===== src/hdl/swm_pkg.sv =====
// Shared types and constants for the sliding window maximum block.
package swm_pkg;

    // Width of the window_size configuration register.
    localparam int WINDOW_SIZE_BITS = 7;

    // Per-cycle operation applied to every cell of the candidate chain.
    typedef enum logic [1:0] {
        CELL_HOLD  = 2'd0,
        CELL_STEP  = 2'd1,
        CELL_SHIFT = 2'd2
    } cell_op_t;

    typedef struct packed {
        cell_op_t op;
        logic     first;
    } cell_ctrl_t;

endpackage


===== src/hdl/swm_cell.sv =====
// One candidate cell of the monotonic queue: value, age and valid flag.
module swm_cell import swm_pkg::*; #(
    parameter int SAMPLE_BITS = 16,
    parameter int AGE_W       = 6
) (
    input  logic                   aclk,
    input  logic                   aresetn,
    input  cell_ctrl_t             ctrl,
    input  logic                   pop,
    input  logic [SAMPLE_BITS-1:0] sample,
    input  logic                   nb_valid,
    input  logic [SAMPLE_BITS-1:0] nb_value,
    input  logic [AGE_W-1:0]       nb_age,
    input  logic                   left_kept,
    output logic                   kept,
    output logic                   valid,
    output logic [SAMPLE_BITS-1:0] value,
    output logic [AGE_W-1:0]       age
);

    logic                   valid_reg, valid_next;
    logic [SAMPLE_BITS-1:0] value_reg, value_next;
    logic [AGE_W-1:0]       age_reg, age_next;
    logic                   src_valid;
    logic [SAMPLE_BITS-1:0] src_value;
    logic [AGE_W-1:0]       src_age;

    // Take the right neighbor's entry when the front entry leaves this step.
    assign src_valid = pop ? nb_valid : valid_reg;
    assign src_value = pop ? nb_value : value_reg;
    assign src_age   = pop ? nb_age   : age_reg;

    // Keep an entry that the new sample does not exceed.
    assign kept = src_valid && !ctrl.first && ($signed(src_value) >= $signed(sample));

    always_comb begin
        valid_next = valid_reg;
        value_next = value_reg;
        age_next   = age_reg;
        case (ctrl.op)
            CELL_STEP: begin
                if (kept) begin
                    valid_next = 1'b1;
                    value_next = src_value;
                    age_next   = src_age + AGE_W'(1);
                end else if (left_kept) begin
                    valid_next = 1'b1;
                    value_next = sample;
                    age_next   = '0;
                end else begin
                    valid_next = 1'b0;
                end
            end
            CELL_SHIFT: begin
                valid_next = nb_valid;
                value_next = nb_value;
                age_next   = nb_age;
            end
            default: begin
                valid_next = valid_reg;
            end
        endcase
    end

    always_ff @(posedge aclk) begin
        if (!aresetn) begin
            valid_reg <= 1'b0;
        end else begin
            valid_reg <= valid_next;
        end
    end

    always_ff @(posedge aclk) begin
        value_reg <= value_next;
        age_reg   <= age_next;
    end

    assign valid = valid_reg;
    assign value = value_reg;
    assign age   = age_reg;

endmodule


===== config.mk =====
export PLATFORM = sky130hd
export DESIGN_NAME = swm_cell
export DESIGN_NICKNAME = d
export VERILOG_FILES = /design/src/hdl/swm_pkg.sv /design/src/hdl/swm_cell.sv
export SDC_FILE = /design/constraint.sdc
export NUM_CORES = 1
export LEC_CHECK = 0
export BUFFER_PORTS_ARGS = -buffer_cell sky130_fd_sc_hd__buf_2
export CAP_MARGIN = 10
export CELL_PAD_IN_SITES_DETAIL_PLACEMENT = 1
export CELL_PAD_IN_SITES_GLOBAL_PLACEMENT = 2
export CORE_ASPECT_RATIO = 0.9
export CORE_MARGIN = 2
export CORE_UTILIZATION = 33
export DETAILED_ROUTE_END_ITERATION = 7
export MAX_ROUTING_LAYER = met4
export PLACE_DENSITY = 0.85
export REMOVE_ABC_BUFFERS = 1
export SYNTH_ARGS = -nofsm -noshare
export SYNTH_HDL_FRONTEND = slang
export SYNTH_SLANG_ARGS = --single-unit

===== constraint.sdc =====
create_clock -name aclk -period 9.05 [get_ports aclk]
set_input_delay 0 -clock aclk [delete_from_list [all_inputs] [get_ports aclk]]
set_output_delay 0 -clock aclk [all_outputs]
set_load 0.05 [all_outputs]

# == Word-level counts from Yosys, hierarchy flattened ==
# Index checks and enable logic that the tools add are counted.
# word_totals
input_bits,46
register_bits,23
# op_classes
n_eq_ne,3
reduce_logical,5
n_addsub,1
muxes,12
order_cmp,1
# ops
op,count
$mux 16,3
$pmux 16 s2,1
$mux 6,3
$ge 16x16->1,1
$pmux 6 s2,1
$add 6x1->6 const B,1
$mux 1,3
$ne 3x3->1 const B,1
$eq 2x1->1 const B,1
$eq 2x2->1 const B,1
$logic_and 1x1->1,2
$pmux 1 s2,1
$reduce_and 2->1,1
$reduce_bool 2->1,1
$logic_not 1->1,1

# == Longest topological paths before layout ==
# Gate-level depths: netlist of the first run.
# logic_depth
word_depth,5
ltp_mapped,13

# == Least setup slack after synthesis of the first run ==
# OpenSTA, ideal clock, no wires.
# synth_path
path_kind,register to register
startpoint,register value_reg[15] (netlist: value[15])
endpoint,register age_reg[0] (netlist: age[0]) (enable)
path_slack_ns,5.526
path_buffers,2
required_time_ns,8.670
stages_incl_launch_ff,11
synth_period_minus_slack_ns,3.524
arrival_time_ns,3.144
path_cell_list,edfxtp_1 -> mux2_2 -> ha_1 -> buf_2 -> a21oi_1 -> o21ai_0 -> a21oi_2 -> and3_1 -> buf_6 -> mux2i_4 -> o22a_1
# synth_via
elab_chain_len,5
# synth_rtl
item,line,text
"start, declared",swm_cell.sv:22,"logic [SAMPLE_BITS-1:0] value_reg, value_next;"
"start signal, assigned",swm_cell.sv:74,value_reg <= value_next;
$mux 16,swm_cell.sv:30,assign src_value = pop ? nb_value : value_reg;
$ge 16x16->1,swm_cell.sv:34,assign kept = src_valid && !ctrl.first && ($signed(src_value) >= $signed(sample));
$logic_and 1x1->1,swm_cell.sv:34,
$ne 3x3->1 (no source line),--,
$reduce_and 2->1 (no source line),--,
"end signal, assigned",swm_cell.sv:75,age_reg <= age_next;
"end, declared",swm_cell.sv:23,"logic [AGE_W-1:0] age_reg, age_next;"
# No other way between the ends.
# A chain may end at the register's enable or synchronous reset.

# == Final worst setup path of the first run ==
# layout_path
startpoint,register value_reg[15] (netlist: value[15])
endpoint,register value_reg[13] (netlist: value[13]) (enable)
# layout_via
elab_chain_len,5
# layout_rtl
item,line
$mux 16,swm_cell.sv:30
$ge 16x16->1,swm_cell.sv:34
$logic_and 1x1->1,swm_cell.sv:34
$ne 3x3->1 (no source line),--
$reduce_and 2->1 (no source line),--
# No other way between the ends.

==> impl_summary.txt, run 1 <==
----------------------------------------------------
[Outcome]
  Status ... finished, final reports clean

[Synthesis]
  Synthesized instance count ... 287
  Sequential-to-total area share from yosys stat ... 27.7%
  Cell area after synthesis ... ~2500 um2
  Post-synthesis sequential element count ... 23
  Per-instance average area after synthesis ... 8.55 um2
  Synthesis warning total ... 0
  Unique masters post-synth ... 42

[Critical path]
  Crit path DAT ... around 5.0 ns
  Largest delay share family, worst path ... compound AO/OA/AOI/OAI gates
  Crit. path cell count ... 8
  Path type of the worst setup path ... reg -> reg
  Reg2reg setup slack ... 3.91 ns
  Required @ worst endpoint ... 8.95 ns
  Worst reg2reg path depth ... 8
  Capturing element of the worst setup path ... value[13]
  Crit path cell chain ... mux2_2, ha_1, nand4_2, nor2_1, a21oi_2, and3_1, mux2i_4, o22a_1
  Worst-path cell with the longest stage delay ... o22a_1
  Maximum fanout along the worst path ... 25
  Type of element launching the critical path ... register
  Delay of the slowest cell on the worst path ... 1.00 ns
  Critical path startpoint ... value[15]
  Buffers plus inverters on the worst setup path ... 0
  CP Capture Type ... register
  Capture point of the worst reg-to-reg path ... value[13]
  FF-to-FF Start ... value[15]

[Cells and area]
  Number of flip-flops in the largest register ... 16
  Final-layout fill cell count ... 899
  Core Util, Final ... 40.4%
  NumNets Final ... around 410
  Antenna diode instance count ... 0
  Area grow syn2layout ... 17.2%
  Share of cells above drive strength 1 ... 29.4%

[STA]
  Final critical-path share of the clock period ... 56.8%
  Maximum frequency from static timing analysis ... 194 MHz
  Number of max-slew violations in the final report ... 0
  Final count of negative-setup-slack endpoints ... 0
  Measured slew at the worst slew-check pin ... 1.09 ns
  RSZ-0062 raised after global routing ... no
  Largest clock skew in the final design ... 0.00819 ns
  Final hold violation count ... 0
  Total negative setup slack ... 0 ns
  Clock period minus worst slack ... 5.14 ns
  Worst max-slew margin expressed relative to the limit ... 27.3%
  Slack of the critical path ... around 4 ns

[Route]
  DRT antenna net count ... 0
  DRC Markers ... 0
  Routed vias ... 2,408
  Total length of routed wires ... roughly 7500 um
  Vias/cell ... roughly 5.6
  Routed wire length per instance ... 17.4 um
  First-pass iteration count of the detailed router ... 4
  DRT iter0 DRCs ... a little over 100

[Floorplanning]
  Full die area ... just over 8000 um2
  Ports placed on the boundary ... 70
  Y dimension of the die ... approximately 86 um
  Cell row count ... 29
  Starting utilization of the core area ... about a third
  Die span in x ... between 90 and 100 um
  Core Region ... 7110 um2

[Pwr]
  Net switching power of the design ... 0.000173 W
  Static Leak ... 1.24 nW
  Switching Share ... 42.9%
  Internal power ... 0.000230 W
  Reg power frac ... 34.7%
  Worst IR Drop VDD ... ~65 uV
  Pwr Density ... 140 nW/um2
  Share of power burned in the clock network ... 17.6%
  Power share of the combinational group ... 47.8%

[Min path]
  Worst min-delay path category ... in -> reg

[Clock tree]
  Cells resized by post-CTS repair ... 0
  Buffer levels on the longest clock path ... 2
  Clock slew seen by the registers of the worst setup and hold paths ... 0.10 ns
  Clock tree from TritonCTS ... done
  Number of buffers added by the clock tree synthesis step ... 3
  H-tree depth reported by CTS ... 1
  Post-CTS setup buffer count ... 0
  Later-pin clock latency in the skew report ... about 0.28 ns
  Clock net sink count ... 23
  Cell at the root of the clock tree ... clkbuf_8
  Cts-stage hold buffer count ... 1

[Placement]
  Weighted congestion at the end of routability-driven global placement ... 0.830
  Quantity of I/O buffers inserted on ports ... 69
  Placed wire-length estimate after detailed placement ... approximately 5400 um
  Minimum setup slack after placement ... 3.57 ns

[Global routing]
  GRT Util Overall ... a little under a fifth
  Pin count of the biggest net entering global routing ... 64
  Vias in the first global route ... between 2,000 and 2,500
  Sum of overflow across all layers after global routing ... 0
  Wire length of the first global-routing pass ... 12,100 um
  Initial antenna violation count ... 0

[Run]
  Max-cap violations ... 0

----------------------------------------------------
## cells by family after synthesis
kind of cell	synth area share, %
adder cells (fa/ha/maj)	9.69
AO/OA/AOI/OAI	26.5
multiplexers	11.8
XOR/XNOR	1.43
buffers and inverters	7.44
AND/OR/NAND/NOR	15.5
flip-flops	27.7
## routing by layer
layer	vias to the layer above	part of all wire, %	GRT usage, %
met1	1157	50	25.3
met3	5	3.1	2.37
met2	47	46	32.3
met5	-	0	-
li1	1199	-	-
met4	0	0.58	2.77
## stage by stage
step / instance area (um2) / cells / power, W / hold slack (ns)
after global routing: 2880 / 433 / 0.000428 / 0.0519
after CTS: 2880 / 433 / 0.000405 / 0.0375
after detailed placement: 2820 / 428 / 0.000335 / 0.229
after floorplan: 2340 / 264 / 0.000276 / 0.133
final: 2880 / 433 / 0.000403 / 0.0370
after global placement: 2820 / 428 / 0.000329 / 0.231
## layout by cell type (no fill, tap or decap), drive strengths merged
master	instances
a22oi	15
o21ai	6
ha	19
xor2	3
buf	71
and3	1
dlygate4sd3	1
o41ai	1
a21oi	38
inv	19
o211ai	1
o311ai	15
a41o	1
o211a	1
o22a	1
nand2b	2
a2111o	1
nand2	26
xnor2	1
nor2b	3
a22o	10
nand4	19
nand3	2
a31oi	1
a311oi	1
o21a	1
mux2	21
mux2i	4
and3b	1
and2	1
edfxtp	22
dfxtp	1
clkbuf	4
nor2	25
o21bai	1
## worst min path at each step
stage,from,end,slack (ns),cells past startpoint
3_5_place_dp,aresetn,valid,0.23,2
2_1_floorplan,aresetn,valid,0.13,1
4_1_cts,nb_age[0],age[0],0.04,2
5_1_grt,nb_age[0],age[0],0.05,2
6_report,nb_age[0],age[0],0.04,2
3_3_place_gp,aresetn,valid,0.23,2
## final cells by class
type / instances / area, um2 / share of cell area, %
multi-input cells: 222 / 1590 / 55.4
flip-flops and latches: 23 / 681 / 23.7
repair buffers: 72 / 370 / 12.9
well taps: 93 / 116 / 4.05
inverters: 19 / 71.3 / 2.48
clock buffers: 4 / 45.0 / 1.57
## power groups by stage
| stage | Clock (W) | Combinational [W] | Sequential (W) |
|---|---|---|---|
| 6_report | 0.0000708 | 0.000192 | 0.000140 |
| 5_1_grt | 0.0000758 | 0.000211 | 0.000141 |
| 4_1_cts | 0.0000713 | 0.000194 | 0.000140 |
| 3_5_place_dp | 0 | 0.000193 | 0.000142 |
| 3_3_place_gp | 0 | 0.000187 | 0.000141 |
| 2_1_floorplan | 0 | 0.0000959 | 0.000180 |
## cell usage after synthesis, drive strengths merged
master,instances,area (um2)
and3,1,6.26
a311oi,1,8.76
edfxtp,22,661
a22oi,15,113
nor2b,3,18.8
o22a,1,8.76
xnor2,1,8.76
and3b,1,8.76
a31oi,1,6.26
a21oi,38,194
o21ai,6,30.0
o21bai,1,7.51
o211a,1,10.0
dfxtp,1,20.0
ha,19,238
o41ai,1,16.3
clkbuf,12,46.3
nand4,19,125
o21a,1,7.51
inv,19,71.3
mux2,21,236
nand3,2,10.0
o211ai,1,7.51
nand2,26,97.6
nand2b,2,12.5
a2111o,1,11.3
a41o,1,10.0
and2,1,6.26
nor2,25,93.8
buf,11,65.1
xor2,3,26.3
o311ai,15,131
mux2i,4,52.6
a22o,10,87.6
Power figures use the tool's default switching activity.
==> inputs of run 2 (changes only) <==
Settings changed: CORE_UTILIZATION 33 to 28, PLACE_DENSITY 0.85 to 0.77.
Clock period 9.05 ns to 4.3 ns, I/O delays scaled along.
==> impl_summary.txt, run 2 (synthesis gave the netlist of run 1 again) <==
----------------------------------------------------
[Outcome]
  Status ... finished, final reports clean

[Floorplanning]
  Y dimension of the die ... 92.8 um (+8.2%)
  Ports placed on the boundary ... 70 (unchanged)
  Die span in x ... 103 um (+8.2%)
  Cell row count ... 32 (+10%)
  Full die area ... 9530 um2 (+17%)
  Starting utilization of the core area ... 28.8% (-5.7 points)
  Core Region ... 8530 um2 (+20%)

[Clock tree]
  Later-pin clock latency in the skew report ... 0.28 ns (about the same)
  Clock slew seen by the registers of the worst setup and hold paths ... 0.10 ns (about the same)
  Number of buffers added by the clock tree synthesis step ... 3 (unchanged)
  Post-CTS setup buffer count ... 0 (unchanged)
  Clock tree from TritonCTS ... done
  Cell at the root of the clock tree ... clkbuf_8
  Buffer levels on the longest clock path ... 2 (unchanged)
  Cells resized by post-CTS repair ... 0 (unchanged)
  H-tree depth reported by CTS ... 1 (unchanged)
  Cts-stage hold buffer count ... 1 (unchanged)
  Clock net sink count ... 23 (unchanged)

[Cells and area]
  Number of flip-flops in the largest register ... 16 (unchanged)
  Area grow syn2layout ... 20.9%
  NumNets Final ... 412 (+1.5%)
  Non-filler instance count after layout ... 465 (+7.4%)
  Most common cell after layout, fill and taps aside ... buf_2
  Share of cells above drive strength 1 ... 30.6% (+1.2 points)
  Commonest cells after routing, fill and taps aside ... 69 x buf_2, 37 x a21oi_1, 26 x nand2_1
  Antenna diode instance count ... 0 (unchanged)

[Global routing]
  Sum of overflow across all layers after global routing ... 0 (unchanged)
  Pin count of the biggest net entering global routing ... 44 (-31%)
  Met2 usage in global routing ... 27.5% (-4.9 points)
  Initial antenna violation count ... 0 (unchanged)
  Vias in the first global route ... 2,452 (+1.1%)
  Wire length of the first global-routing pass ... 12,900 um (+6.7%)
  Met3 GRT Util ... 2.11% (-0.26 points)
  GRT Util Overall ... 17.6% (-1.6 points)
  GR Util met1 ... 24.7% (-0.60 points)
  GRT busiest layer ... met2

[Critical path]
  Delay of the slowest cell on the worst path ... 0.75 ns (-0.25 ns)
  Buffers plus inverters on the worst setup path ... 2 (+2)
  Crit path DAT ... 3.75 ns (-1.29 ns)
  Largest delay share family, worst path ... adder cells
  Worst reg2reg path depth ... 8 (unchanged)
  Path type of the worst setup path ... reg -> out
  Required @ worst endpoint ... 4.30 ns (-4.65 ns)
  Worst-path cell with the longest stage delay ... ha_1
  CP Capture Type ... output port
  Crit. path cell count ... 8 (unchanged)
  Type of element launching the critical path ... register
  Crit path cell chain ... mux2_2, ha_1, nand4_2, a2111o_1, and3_1, mux2i_4, buf_4, buf_2
  Maximum fanout along the worst path ... 24 (-4.0%)

[STA]
  Number of max-slew violations in the final report ... 0 (unchanged)
  Final count of negative-setup-slack endpoints ... 0 (unchanged)
  Worst max-slew margin expressed relative to the limit ... 41.4% (+14 points)
  RSZ-0062 raised after global routing ... no
  Measured slew at the worst slew-check pin ... 0.878 ns (-0.212 ns)
  Largest clock skew in the final design ... 0.00423 ns (-0.00397 ns)
  Clock period minus worst slack ... 3.75 ns
  Final hold violation count ... 0 (unchanged)
  Total negative setup slack ... 0 ns (unchanged)
  Maximum frequency from static timing analysis ... 267 MHz
  Final critical-path share of the clock period ... 87.1%

[Route]
  DRT iter0 DRCs ... 111 (+9.9%)
  Routed wire length per instance ... 17.1 um (-1.5%)
  First-pass iteration count of the detailed router ... 4 (unchanged)
  DRT antenna net count ... 0 (unchanged)
  Total length of routed wires ... 7970 um (+5.7%)
  Vias/cell ... 5.31 (-4.5%)
  Routed vias ... 2,470 (+2.6%)
  DRC Markers ... 0 (unchanged)

[Run]
  Max-cap violations ... 0 (unchanged)

[Pwr]
  Pwr Density ... 290 nW/um2 (+110%)
  Net switching power of the design ... 0.000370 W (+110%)
  Internal power ... 0.000491 W (+110%)
  Total power consumption of the routed design ... 0.000861 W (+110%)
  Switching Share ... 43.0% (+0.091 points)
  Static Leak ... 1.27 nW (+2.6%)
  Power share of the combinational group ... 48.3% (+0.5 points)
  Reg power frac ... 34.0% (-0.7 points)
  Share of power burned in the clock network ... 17.7% (about the same)
  Worst IR Drop VDD ... 125 uV (+91%)

[Min path]
  Worst min-delay path category ... in -> reg
  Number of cells traversed by the worst hold path ... 2 (unchanged)

[Placement]
  Placed wire-length estimate after detailed placement ... 5710 um (+5.3%)
  Quantity of I/O buffers inserted on ports ... 69 (unchanged)
  Cells after DPL ... 460 (+7.5%)
  Weighted congestion at the end of routability-driven global placement ... 0.753 (-9.3%)

----------------------------------------------------
==> run 2: cell count changes in the layout (fill, tap and decap cells not counted), sizes merged <==
cell | before | now
buf | 71 | 77
==> run 2: worst reg2reg max path, delay by kind of cell (launching register included) <==
family | cells | cell delay [ns]
simple gates | 2 | 0.65
mux | 2 | 0.55
flops | 1 | 0.40
compound gates | 2 | 0.86
buf+inv | 1 | 0.22
fa+ha+maj | 1 | 0.75
==> run 2: layout make-up <==
| type | count | area (um2) |
|---|---|---|
| fill | 1046 | 5560 |
| multi-input combinational | 222 | 1590 |
| sequential | 23 | 681 |
| timing repair buffer | 78 | 428 |
| tap | 119 | 149 |
| inverter | 19 | 71.3 |
| clock buffer | 4 | 45.0 |
==> run 2: power by group through the flow <==
stage	registers [W]	logic (W)	clock network, W
detailed placement	0.000299	0.000416	0
CTS	0.000294	0.000418	0.000158
finish	0.000293	0.000416	0.000152
floorplan	0.000378	0.000202	0
global placement	0.000298	0.000410	0
global route	0.000297	0.000456	0.000168
==> run 2: per-layer routing <==
layer,vias to the layer above,wire (um)
li1,1214,-
met1,1204,3920
met2,50,3740
met3,2,263
met4,0,43
met5,-,0
==> run 2: path summary, 6_finish.rpt <==
check                                from  endpoint  slack (ns)
worst min-delay path            nb_age[0]    age[0]        0.03
worst max register to register  value[15]  value[5]        0.58
worst max-delay path            value[15]      kept        0.55
worst min register to register      valid     valid        0.64
==> run 2: metrics by stage <==
stage / cell area [um2] / utilization (%) / hold WS (ns) / setup WS, ns
final: 2970 / 34.8 / 0.0320 / 0.553
after CTS: 2970 / 34.8 / 0.0308 / 0.564
after global placement: 2910 / 34.1 / 0.235 / 0.694
after detailed placement: 2910 / 34.1 / 0.230 / 0.604
after global routing: 2970 / 34.8 / 0.0536 / 0.370
after floorplan: 2340 / - / 0.133 / -0.359
==> inputs of run 3 (changes only) <==
Settings changed: CORE_MARGIN 2 to not set.
==> impl_summary.txt, run 3 (synthesis gave the netlist of run 1 again) <==
----------------------------------------------------
[Route]
  First-pass iteration count of the detailed router ... 6 (+2)
  DRT iter0 DRCs ... 81 (-27%)
  Routed vias ... 2,413 (-2.3%)
  Vias/cell ... 5.19 (-2.3%)
  Routed wire length per instance ... 16.3 um (-5.1%)
  Total length of routed wires ... 7560 um (-5.1%)
  DRC Markers ... 1 (+1)
  DRT antenna net count ... 0 (unchanged)

[Critical path]
  CP Capture Type ... register
  Type of element launching the critical path ... register
  FF-to-FF Start ... value[15]
  Crit path cell chain ... mux2_2, ha_1, nand4_2, a2111o_1, and3_1, mux2i_4, o22a_1, buf_12
  Maximum fanout along the worst path ... 21 (-13%)
  Crit path DAT ... 3.71 ns (-0.04 ns)
  Worst-path cell with the longest stage delay ... ha_1
  Worst reg2reg path depth ... 8 (unchanged)
  Required @ worst endpoint ... 4.29 ns (about the same)
  Capture point of the worst reg-to-reg path ... value[12]
  Delay of the slowest cell on the worst path ... 0.75 ns (about the same)
  Reg2reg setup slack ... 0.58 ns (about the same)
  Path type of the worst setup path ... reg -> reg

[Cells and area]
  Most common cell after layout, fill and taps aside ... buf_2
  Non-filler instance count after layout ... 465 (unchanged)
  NumNets Final ... 412 (unchanged)
  Post-layout instance area ... 2970 um2 (unchanged)
  Commonest cells after routing, fill and taps aside ... 69 x buf_2, 37 x a21oi_1, 26 x nand2_1
  Share of cells above drive strength 1 ... 30.6% (unchanged)
  Area grow syn2layout ... 20.9% (unchanged)
  Final-layout fill cell count ... 1,044 (-0.19%)
  Antenna diode instance count ... 0 (unchanged)
  Number of flip-flops in the largest register ... 16 (unchanged)

[STA]
  RSZ-0062 raised after global routing ... no
  Hold Slack ... 0.0344 ns (+0.00239 ns)
  Measured slew at the worst slew-check pin ... 0.750 ns (-0.128 ns)
  Final count of negative-setup-slack endpoints ... 0 (unchanged)
  Maximum frequency from static timing analysis ... 269 MHz (+0.80%)
  Clock period minus worst slack ... 3.72 ns (-0.0298 ns)
  Worst max-slew margin expressed relative to the limit ... 50.0% (+8.6 points)
  Largest clock skew in the final design ... 0.00782 ns (+0.00359 ns)
  Final critical-path share of the clock period ... 86.4% (-0.69 points)
  Total negative setup slack ... 0 ns (unchanged)
  Number of max-slew violations in the final report ... 0 (unchanged)
  Final hold violation count ... 0 (unchanged)

[Global routing]
  Vias in the first global route ... 2,463 (+0.45%)
  Initial antenna violation count ... 0 (unchanged)
  Sum of overflow across all layers after global routing ... 0 (unchanged)
  Pin count of the biggest net entering global routing ... 39 (-11%)
  GRT Util Overall ... 17.7% (+0.059 points)
  Wire length of the first global-routing pass ... 12,400 um (-3.7%)

[Floorplanning]
  Starting utilization of the core area ... 28.8% (unchanged)
  Die span in x ... 101 um (-1.9%)
  Y dimension of the die ... 90.8 um (-2.2%)
  Full die area ... 9140 um2 (-4.1%)
  Ports placed on the boundary ... 70 (unchanged)
  Core Region ... 8530 um2 (unchanged)
  Cell row count ... 32 (unchanged)

[Clock tree]
  Later-pin clock latency in the skew report ... 0.28 ns (about the same)
  Number of buffers added by the clock tree synthesis step ... 3 (unchanged)
  Buffer levels on the longest clock path ... 2 (unchanged)
  Cell at the root of the clock tree ... clkbuf_8
  H-tree depth reported by CTS ... 1 (unchanged)
  Clock slew seen by the registers of the worst setup and hold paths ... 0.10 ns (about the same)
  Post-CTS setup buffer count ... 0 (unchanged)
  Clock net sink count ... 23 (unchanged)
  Clock tree from TritonCTS ... done

[Placement]
  Quantity of I/O buffers inserted on ports ... 69 (unchanged)
  Weighted congestion at the end of routability-driven global placement ... 0.741 (-1.6%)
  Cells after DPL ... 460 (unchanged)
  Post-detailed-placement cell area ... 2910 um2 (unchanged)
  Placed wire-length estimate after detailed placement ... 5590 um (-2.2%)

[Run]
  Max-cap violations ... 0 (unchanged)

[Min path]
  Hold path start ... nb_age[0]
  Worst min-delay path endpoint ... age[0]
  Worst min-delay path category ... in -> reg
  Number of cells traversed by the worst hold path ... 2 (unchanged)

[Outcome]
  Status ... complete, but fails checks
  Violations in the final reports ... design-rule violations

[Pwr]
  Static Leak ... 1.27 nW (unchanged)
  Pwr Density ... 288 nW/um2 (-0.73%)
  Worst IR Drop VDD ... 130 uV (+4.2%)

----------------------------------------------------
run 3: stage by stage:
| step | util [%] | setup slack (ns) | total power, W |
|---|---|---|---|
| after floorplan | - | -0.359 | 0.000580 |
| after global placement | 34.1 | 0.676 | 0.000708 |
| after detailed placement | 34.1 | 0.575 | 0.000713 |
| after CTS | 34.8 | 0.552 | 0.000862 |
| after global routing | 34.8 | 0.344 | 0.000912 |
| final | 34.8 | 0.583 | 0.000855 |
run 3: layout make-up:
type                       instances  area (um2)  share of cell area, %
multi-input combinational        222        1590                   53.7
sequential                        23         681                   22.9
timing repair buffer              78         428                   14.4
tap                              119         149                   5.02
inverter                          19        71.3                   2.40
clock buffer                       4        45.0                   1.52
run 3: what timing repair did:
item,in CTS,in global routing
resized for setup,0,0
hold buffers,1,0
endpoints found under the hold margin,1,0
run 3: metal layers:
metal / up-vias / wire (um) / GRT usage, %
li1: 1215 / - / -
met1: 1143 / 3880 / 24.6
met2: 49 / 3410 / 27.6
met3: 6 / 218 / 2.24
met4: 0 / 59 / 2.90
met5: - / 0 / -
run 3: critical path, delay by kind of cell (launching register included):
| kind | cells | cell delay (ns) |
|---|---|---|
| buf+inv | 1 | 0.22 |
| flops | 1 | 0.39 |
| mux | 2 | 0.53 |
| simple gates | 2 | 0.64 |
| compound gates | 2 | 0.90 |
| fa+ha+maj | 1 | 0.75 |
run 3: power by group:
group	leakage, nW	internal (W)	total [W]	switching (W)
sequential	0.224	0.000279	0.000293	0.0000136
combinational	1.02	0.000145	0.000413	0.000268
clock	0.0228	0.0000665	0.000149	0.0000822
total	1.27	0.000491	0.000855	0.000364
run 3: how the worst max path moves through the flow:
stage	depth (start not counted)	to	from
final	8	value[12]	value[15]
after global routing	8	value[12]	value[15]
after CTS	8	age[3]	value[15]
after detailed placement	8	value[12]	value[15]
after global placement	8	value[12]	value[15]
after floorplan	7	age[0]	value[15]
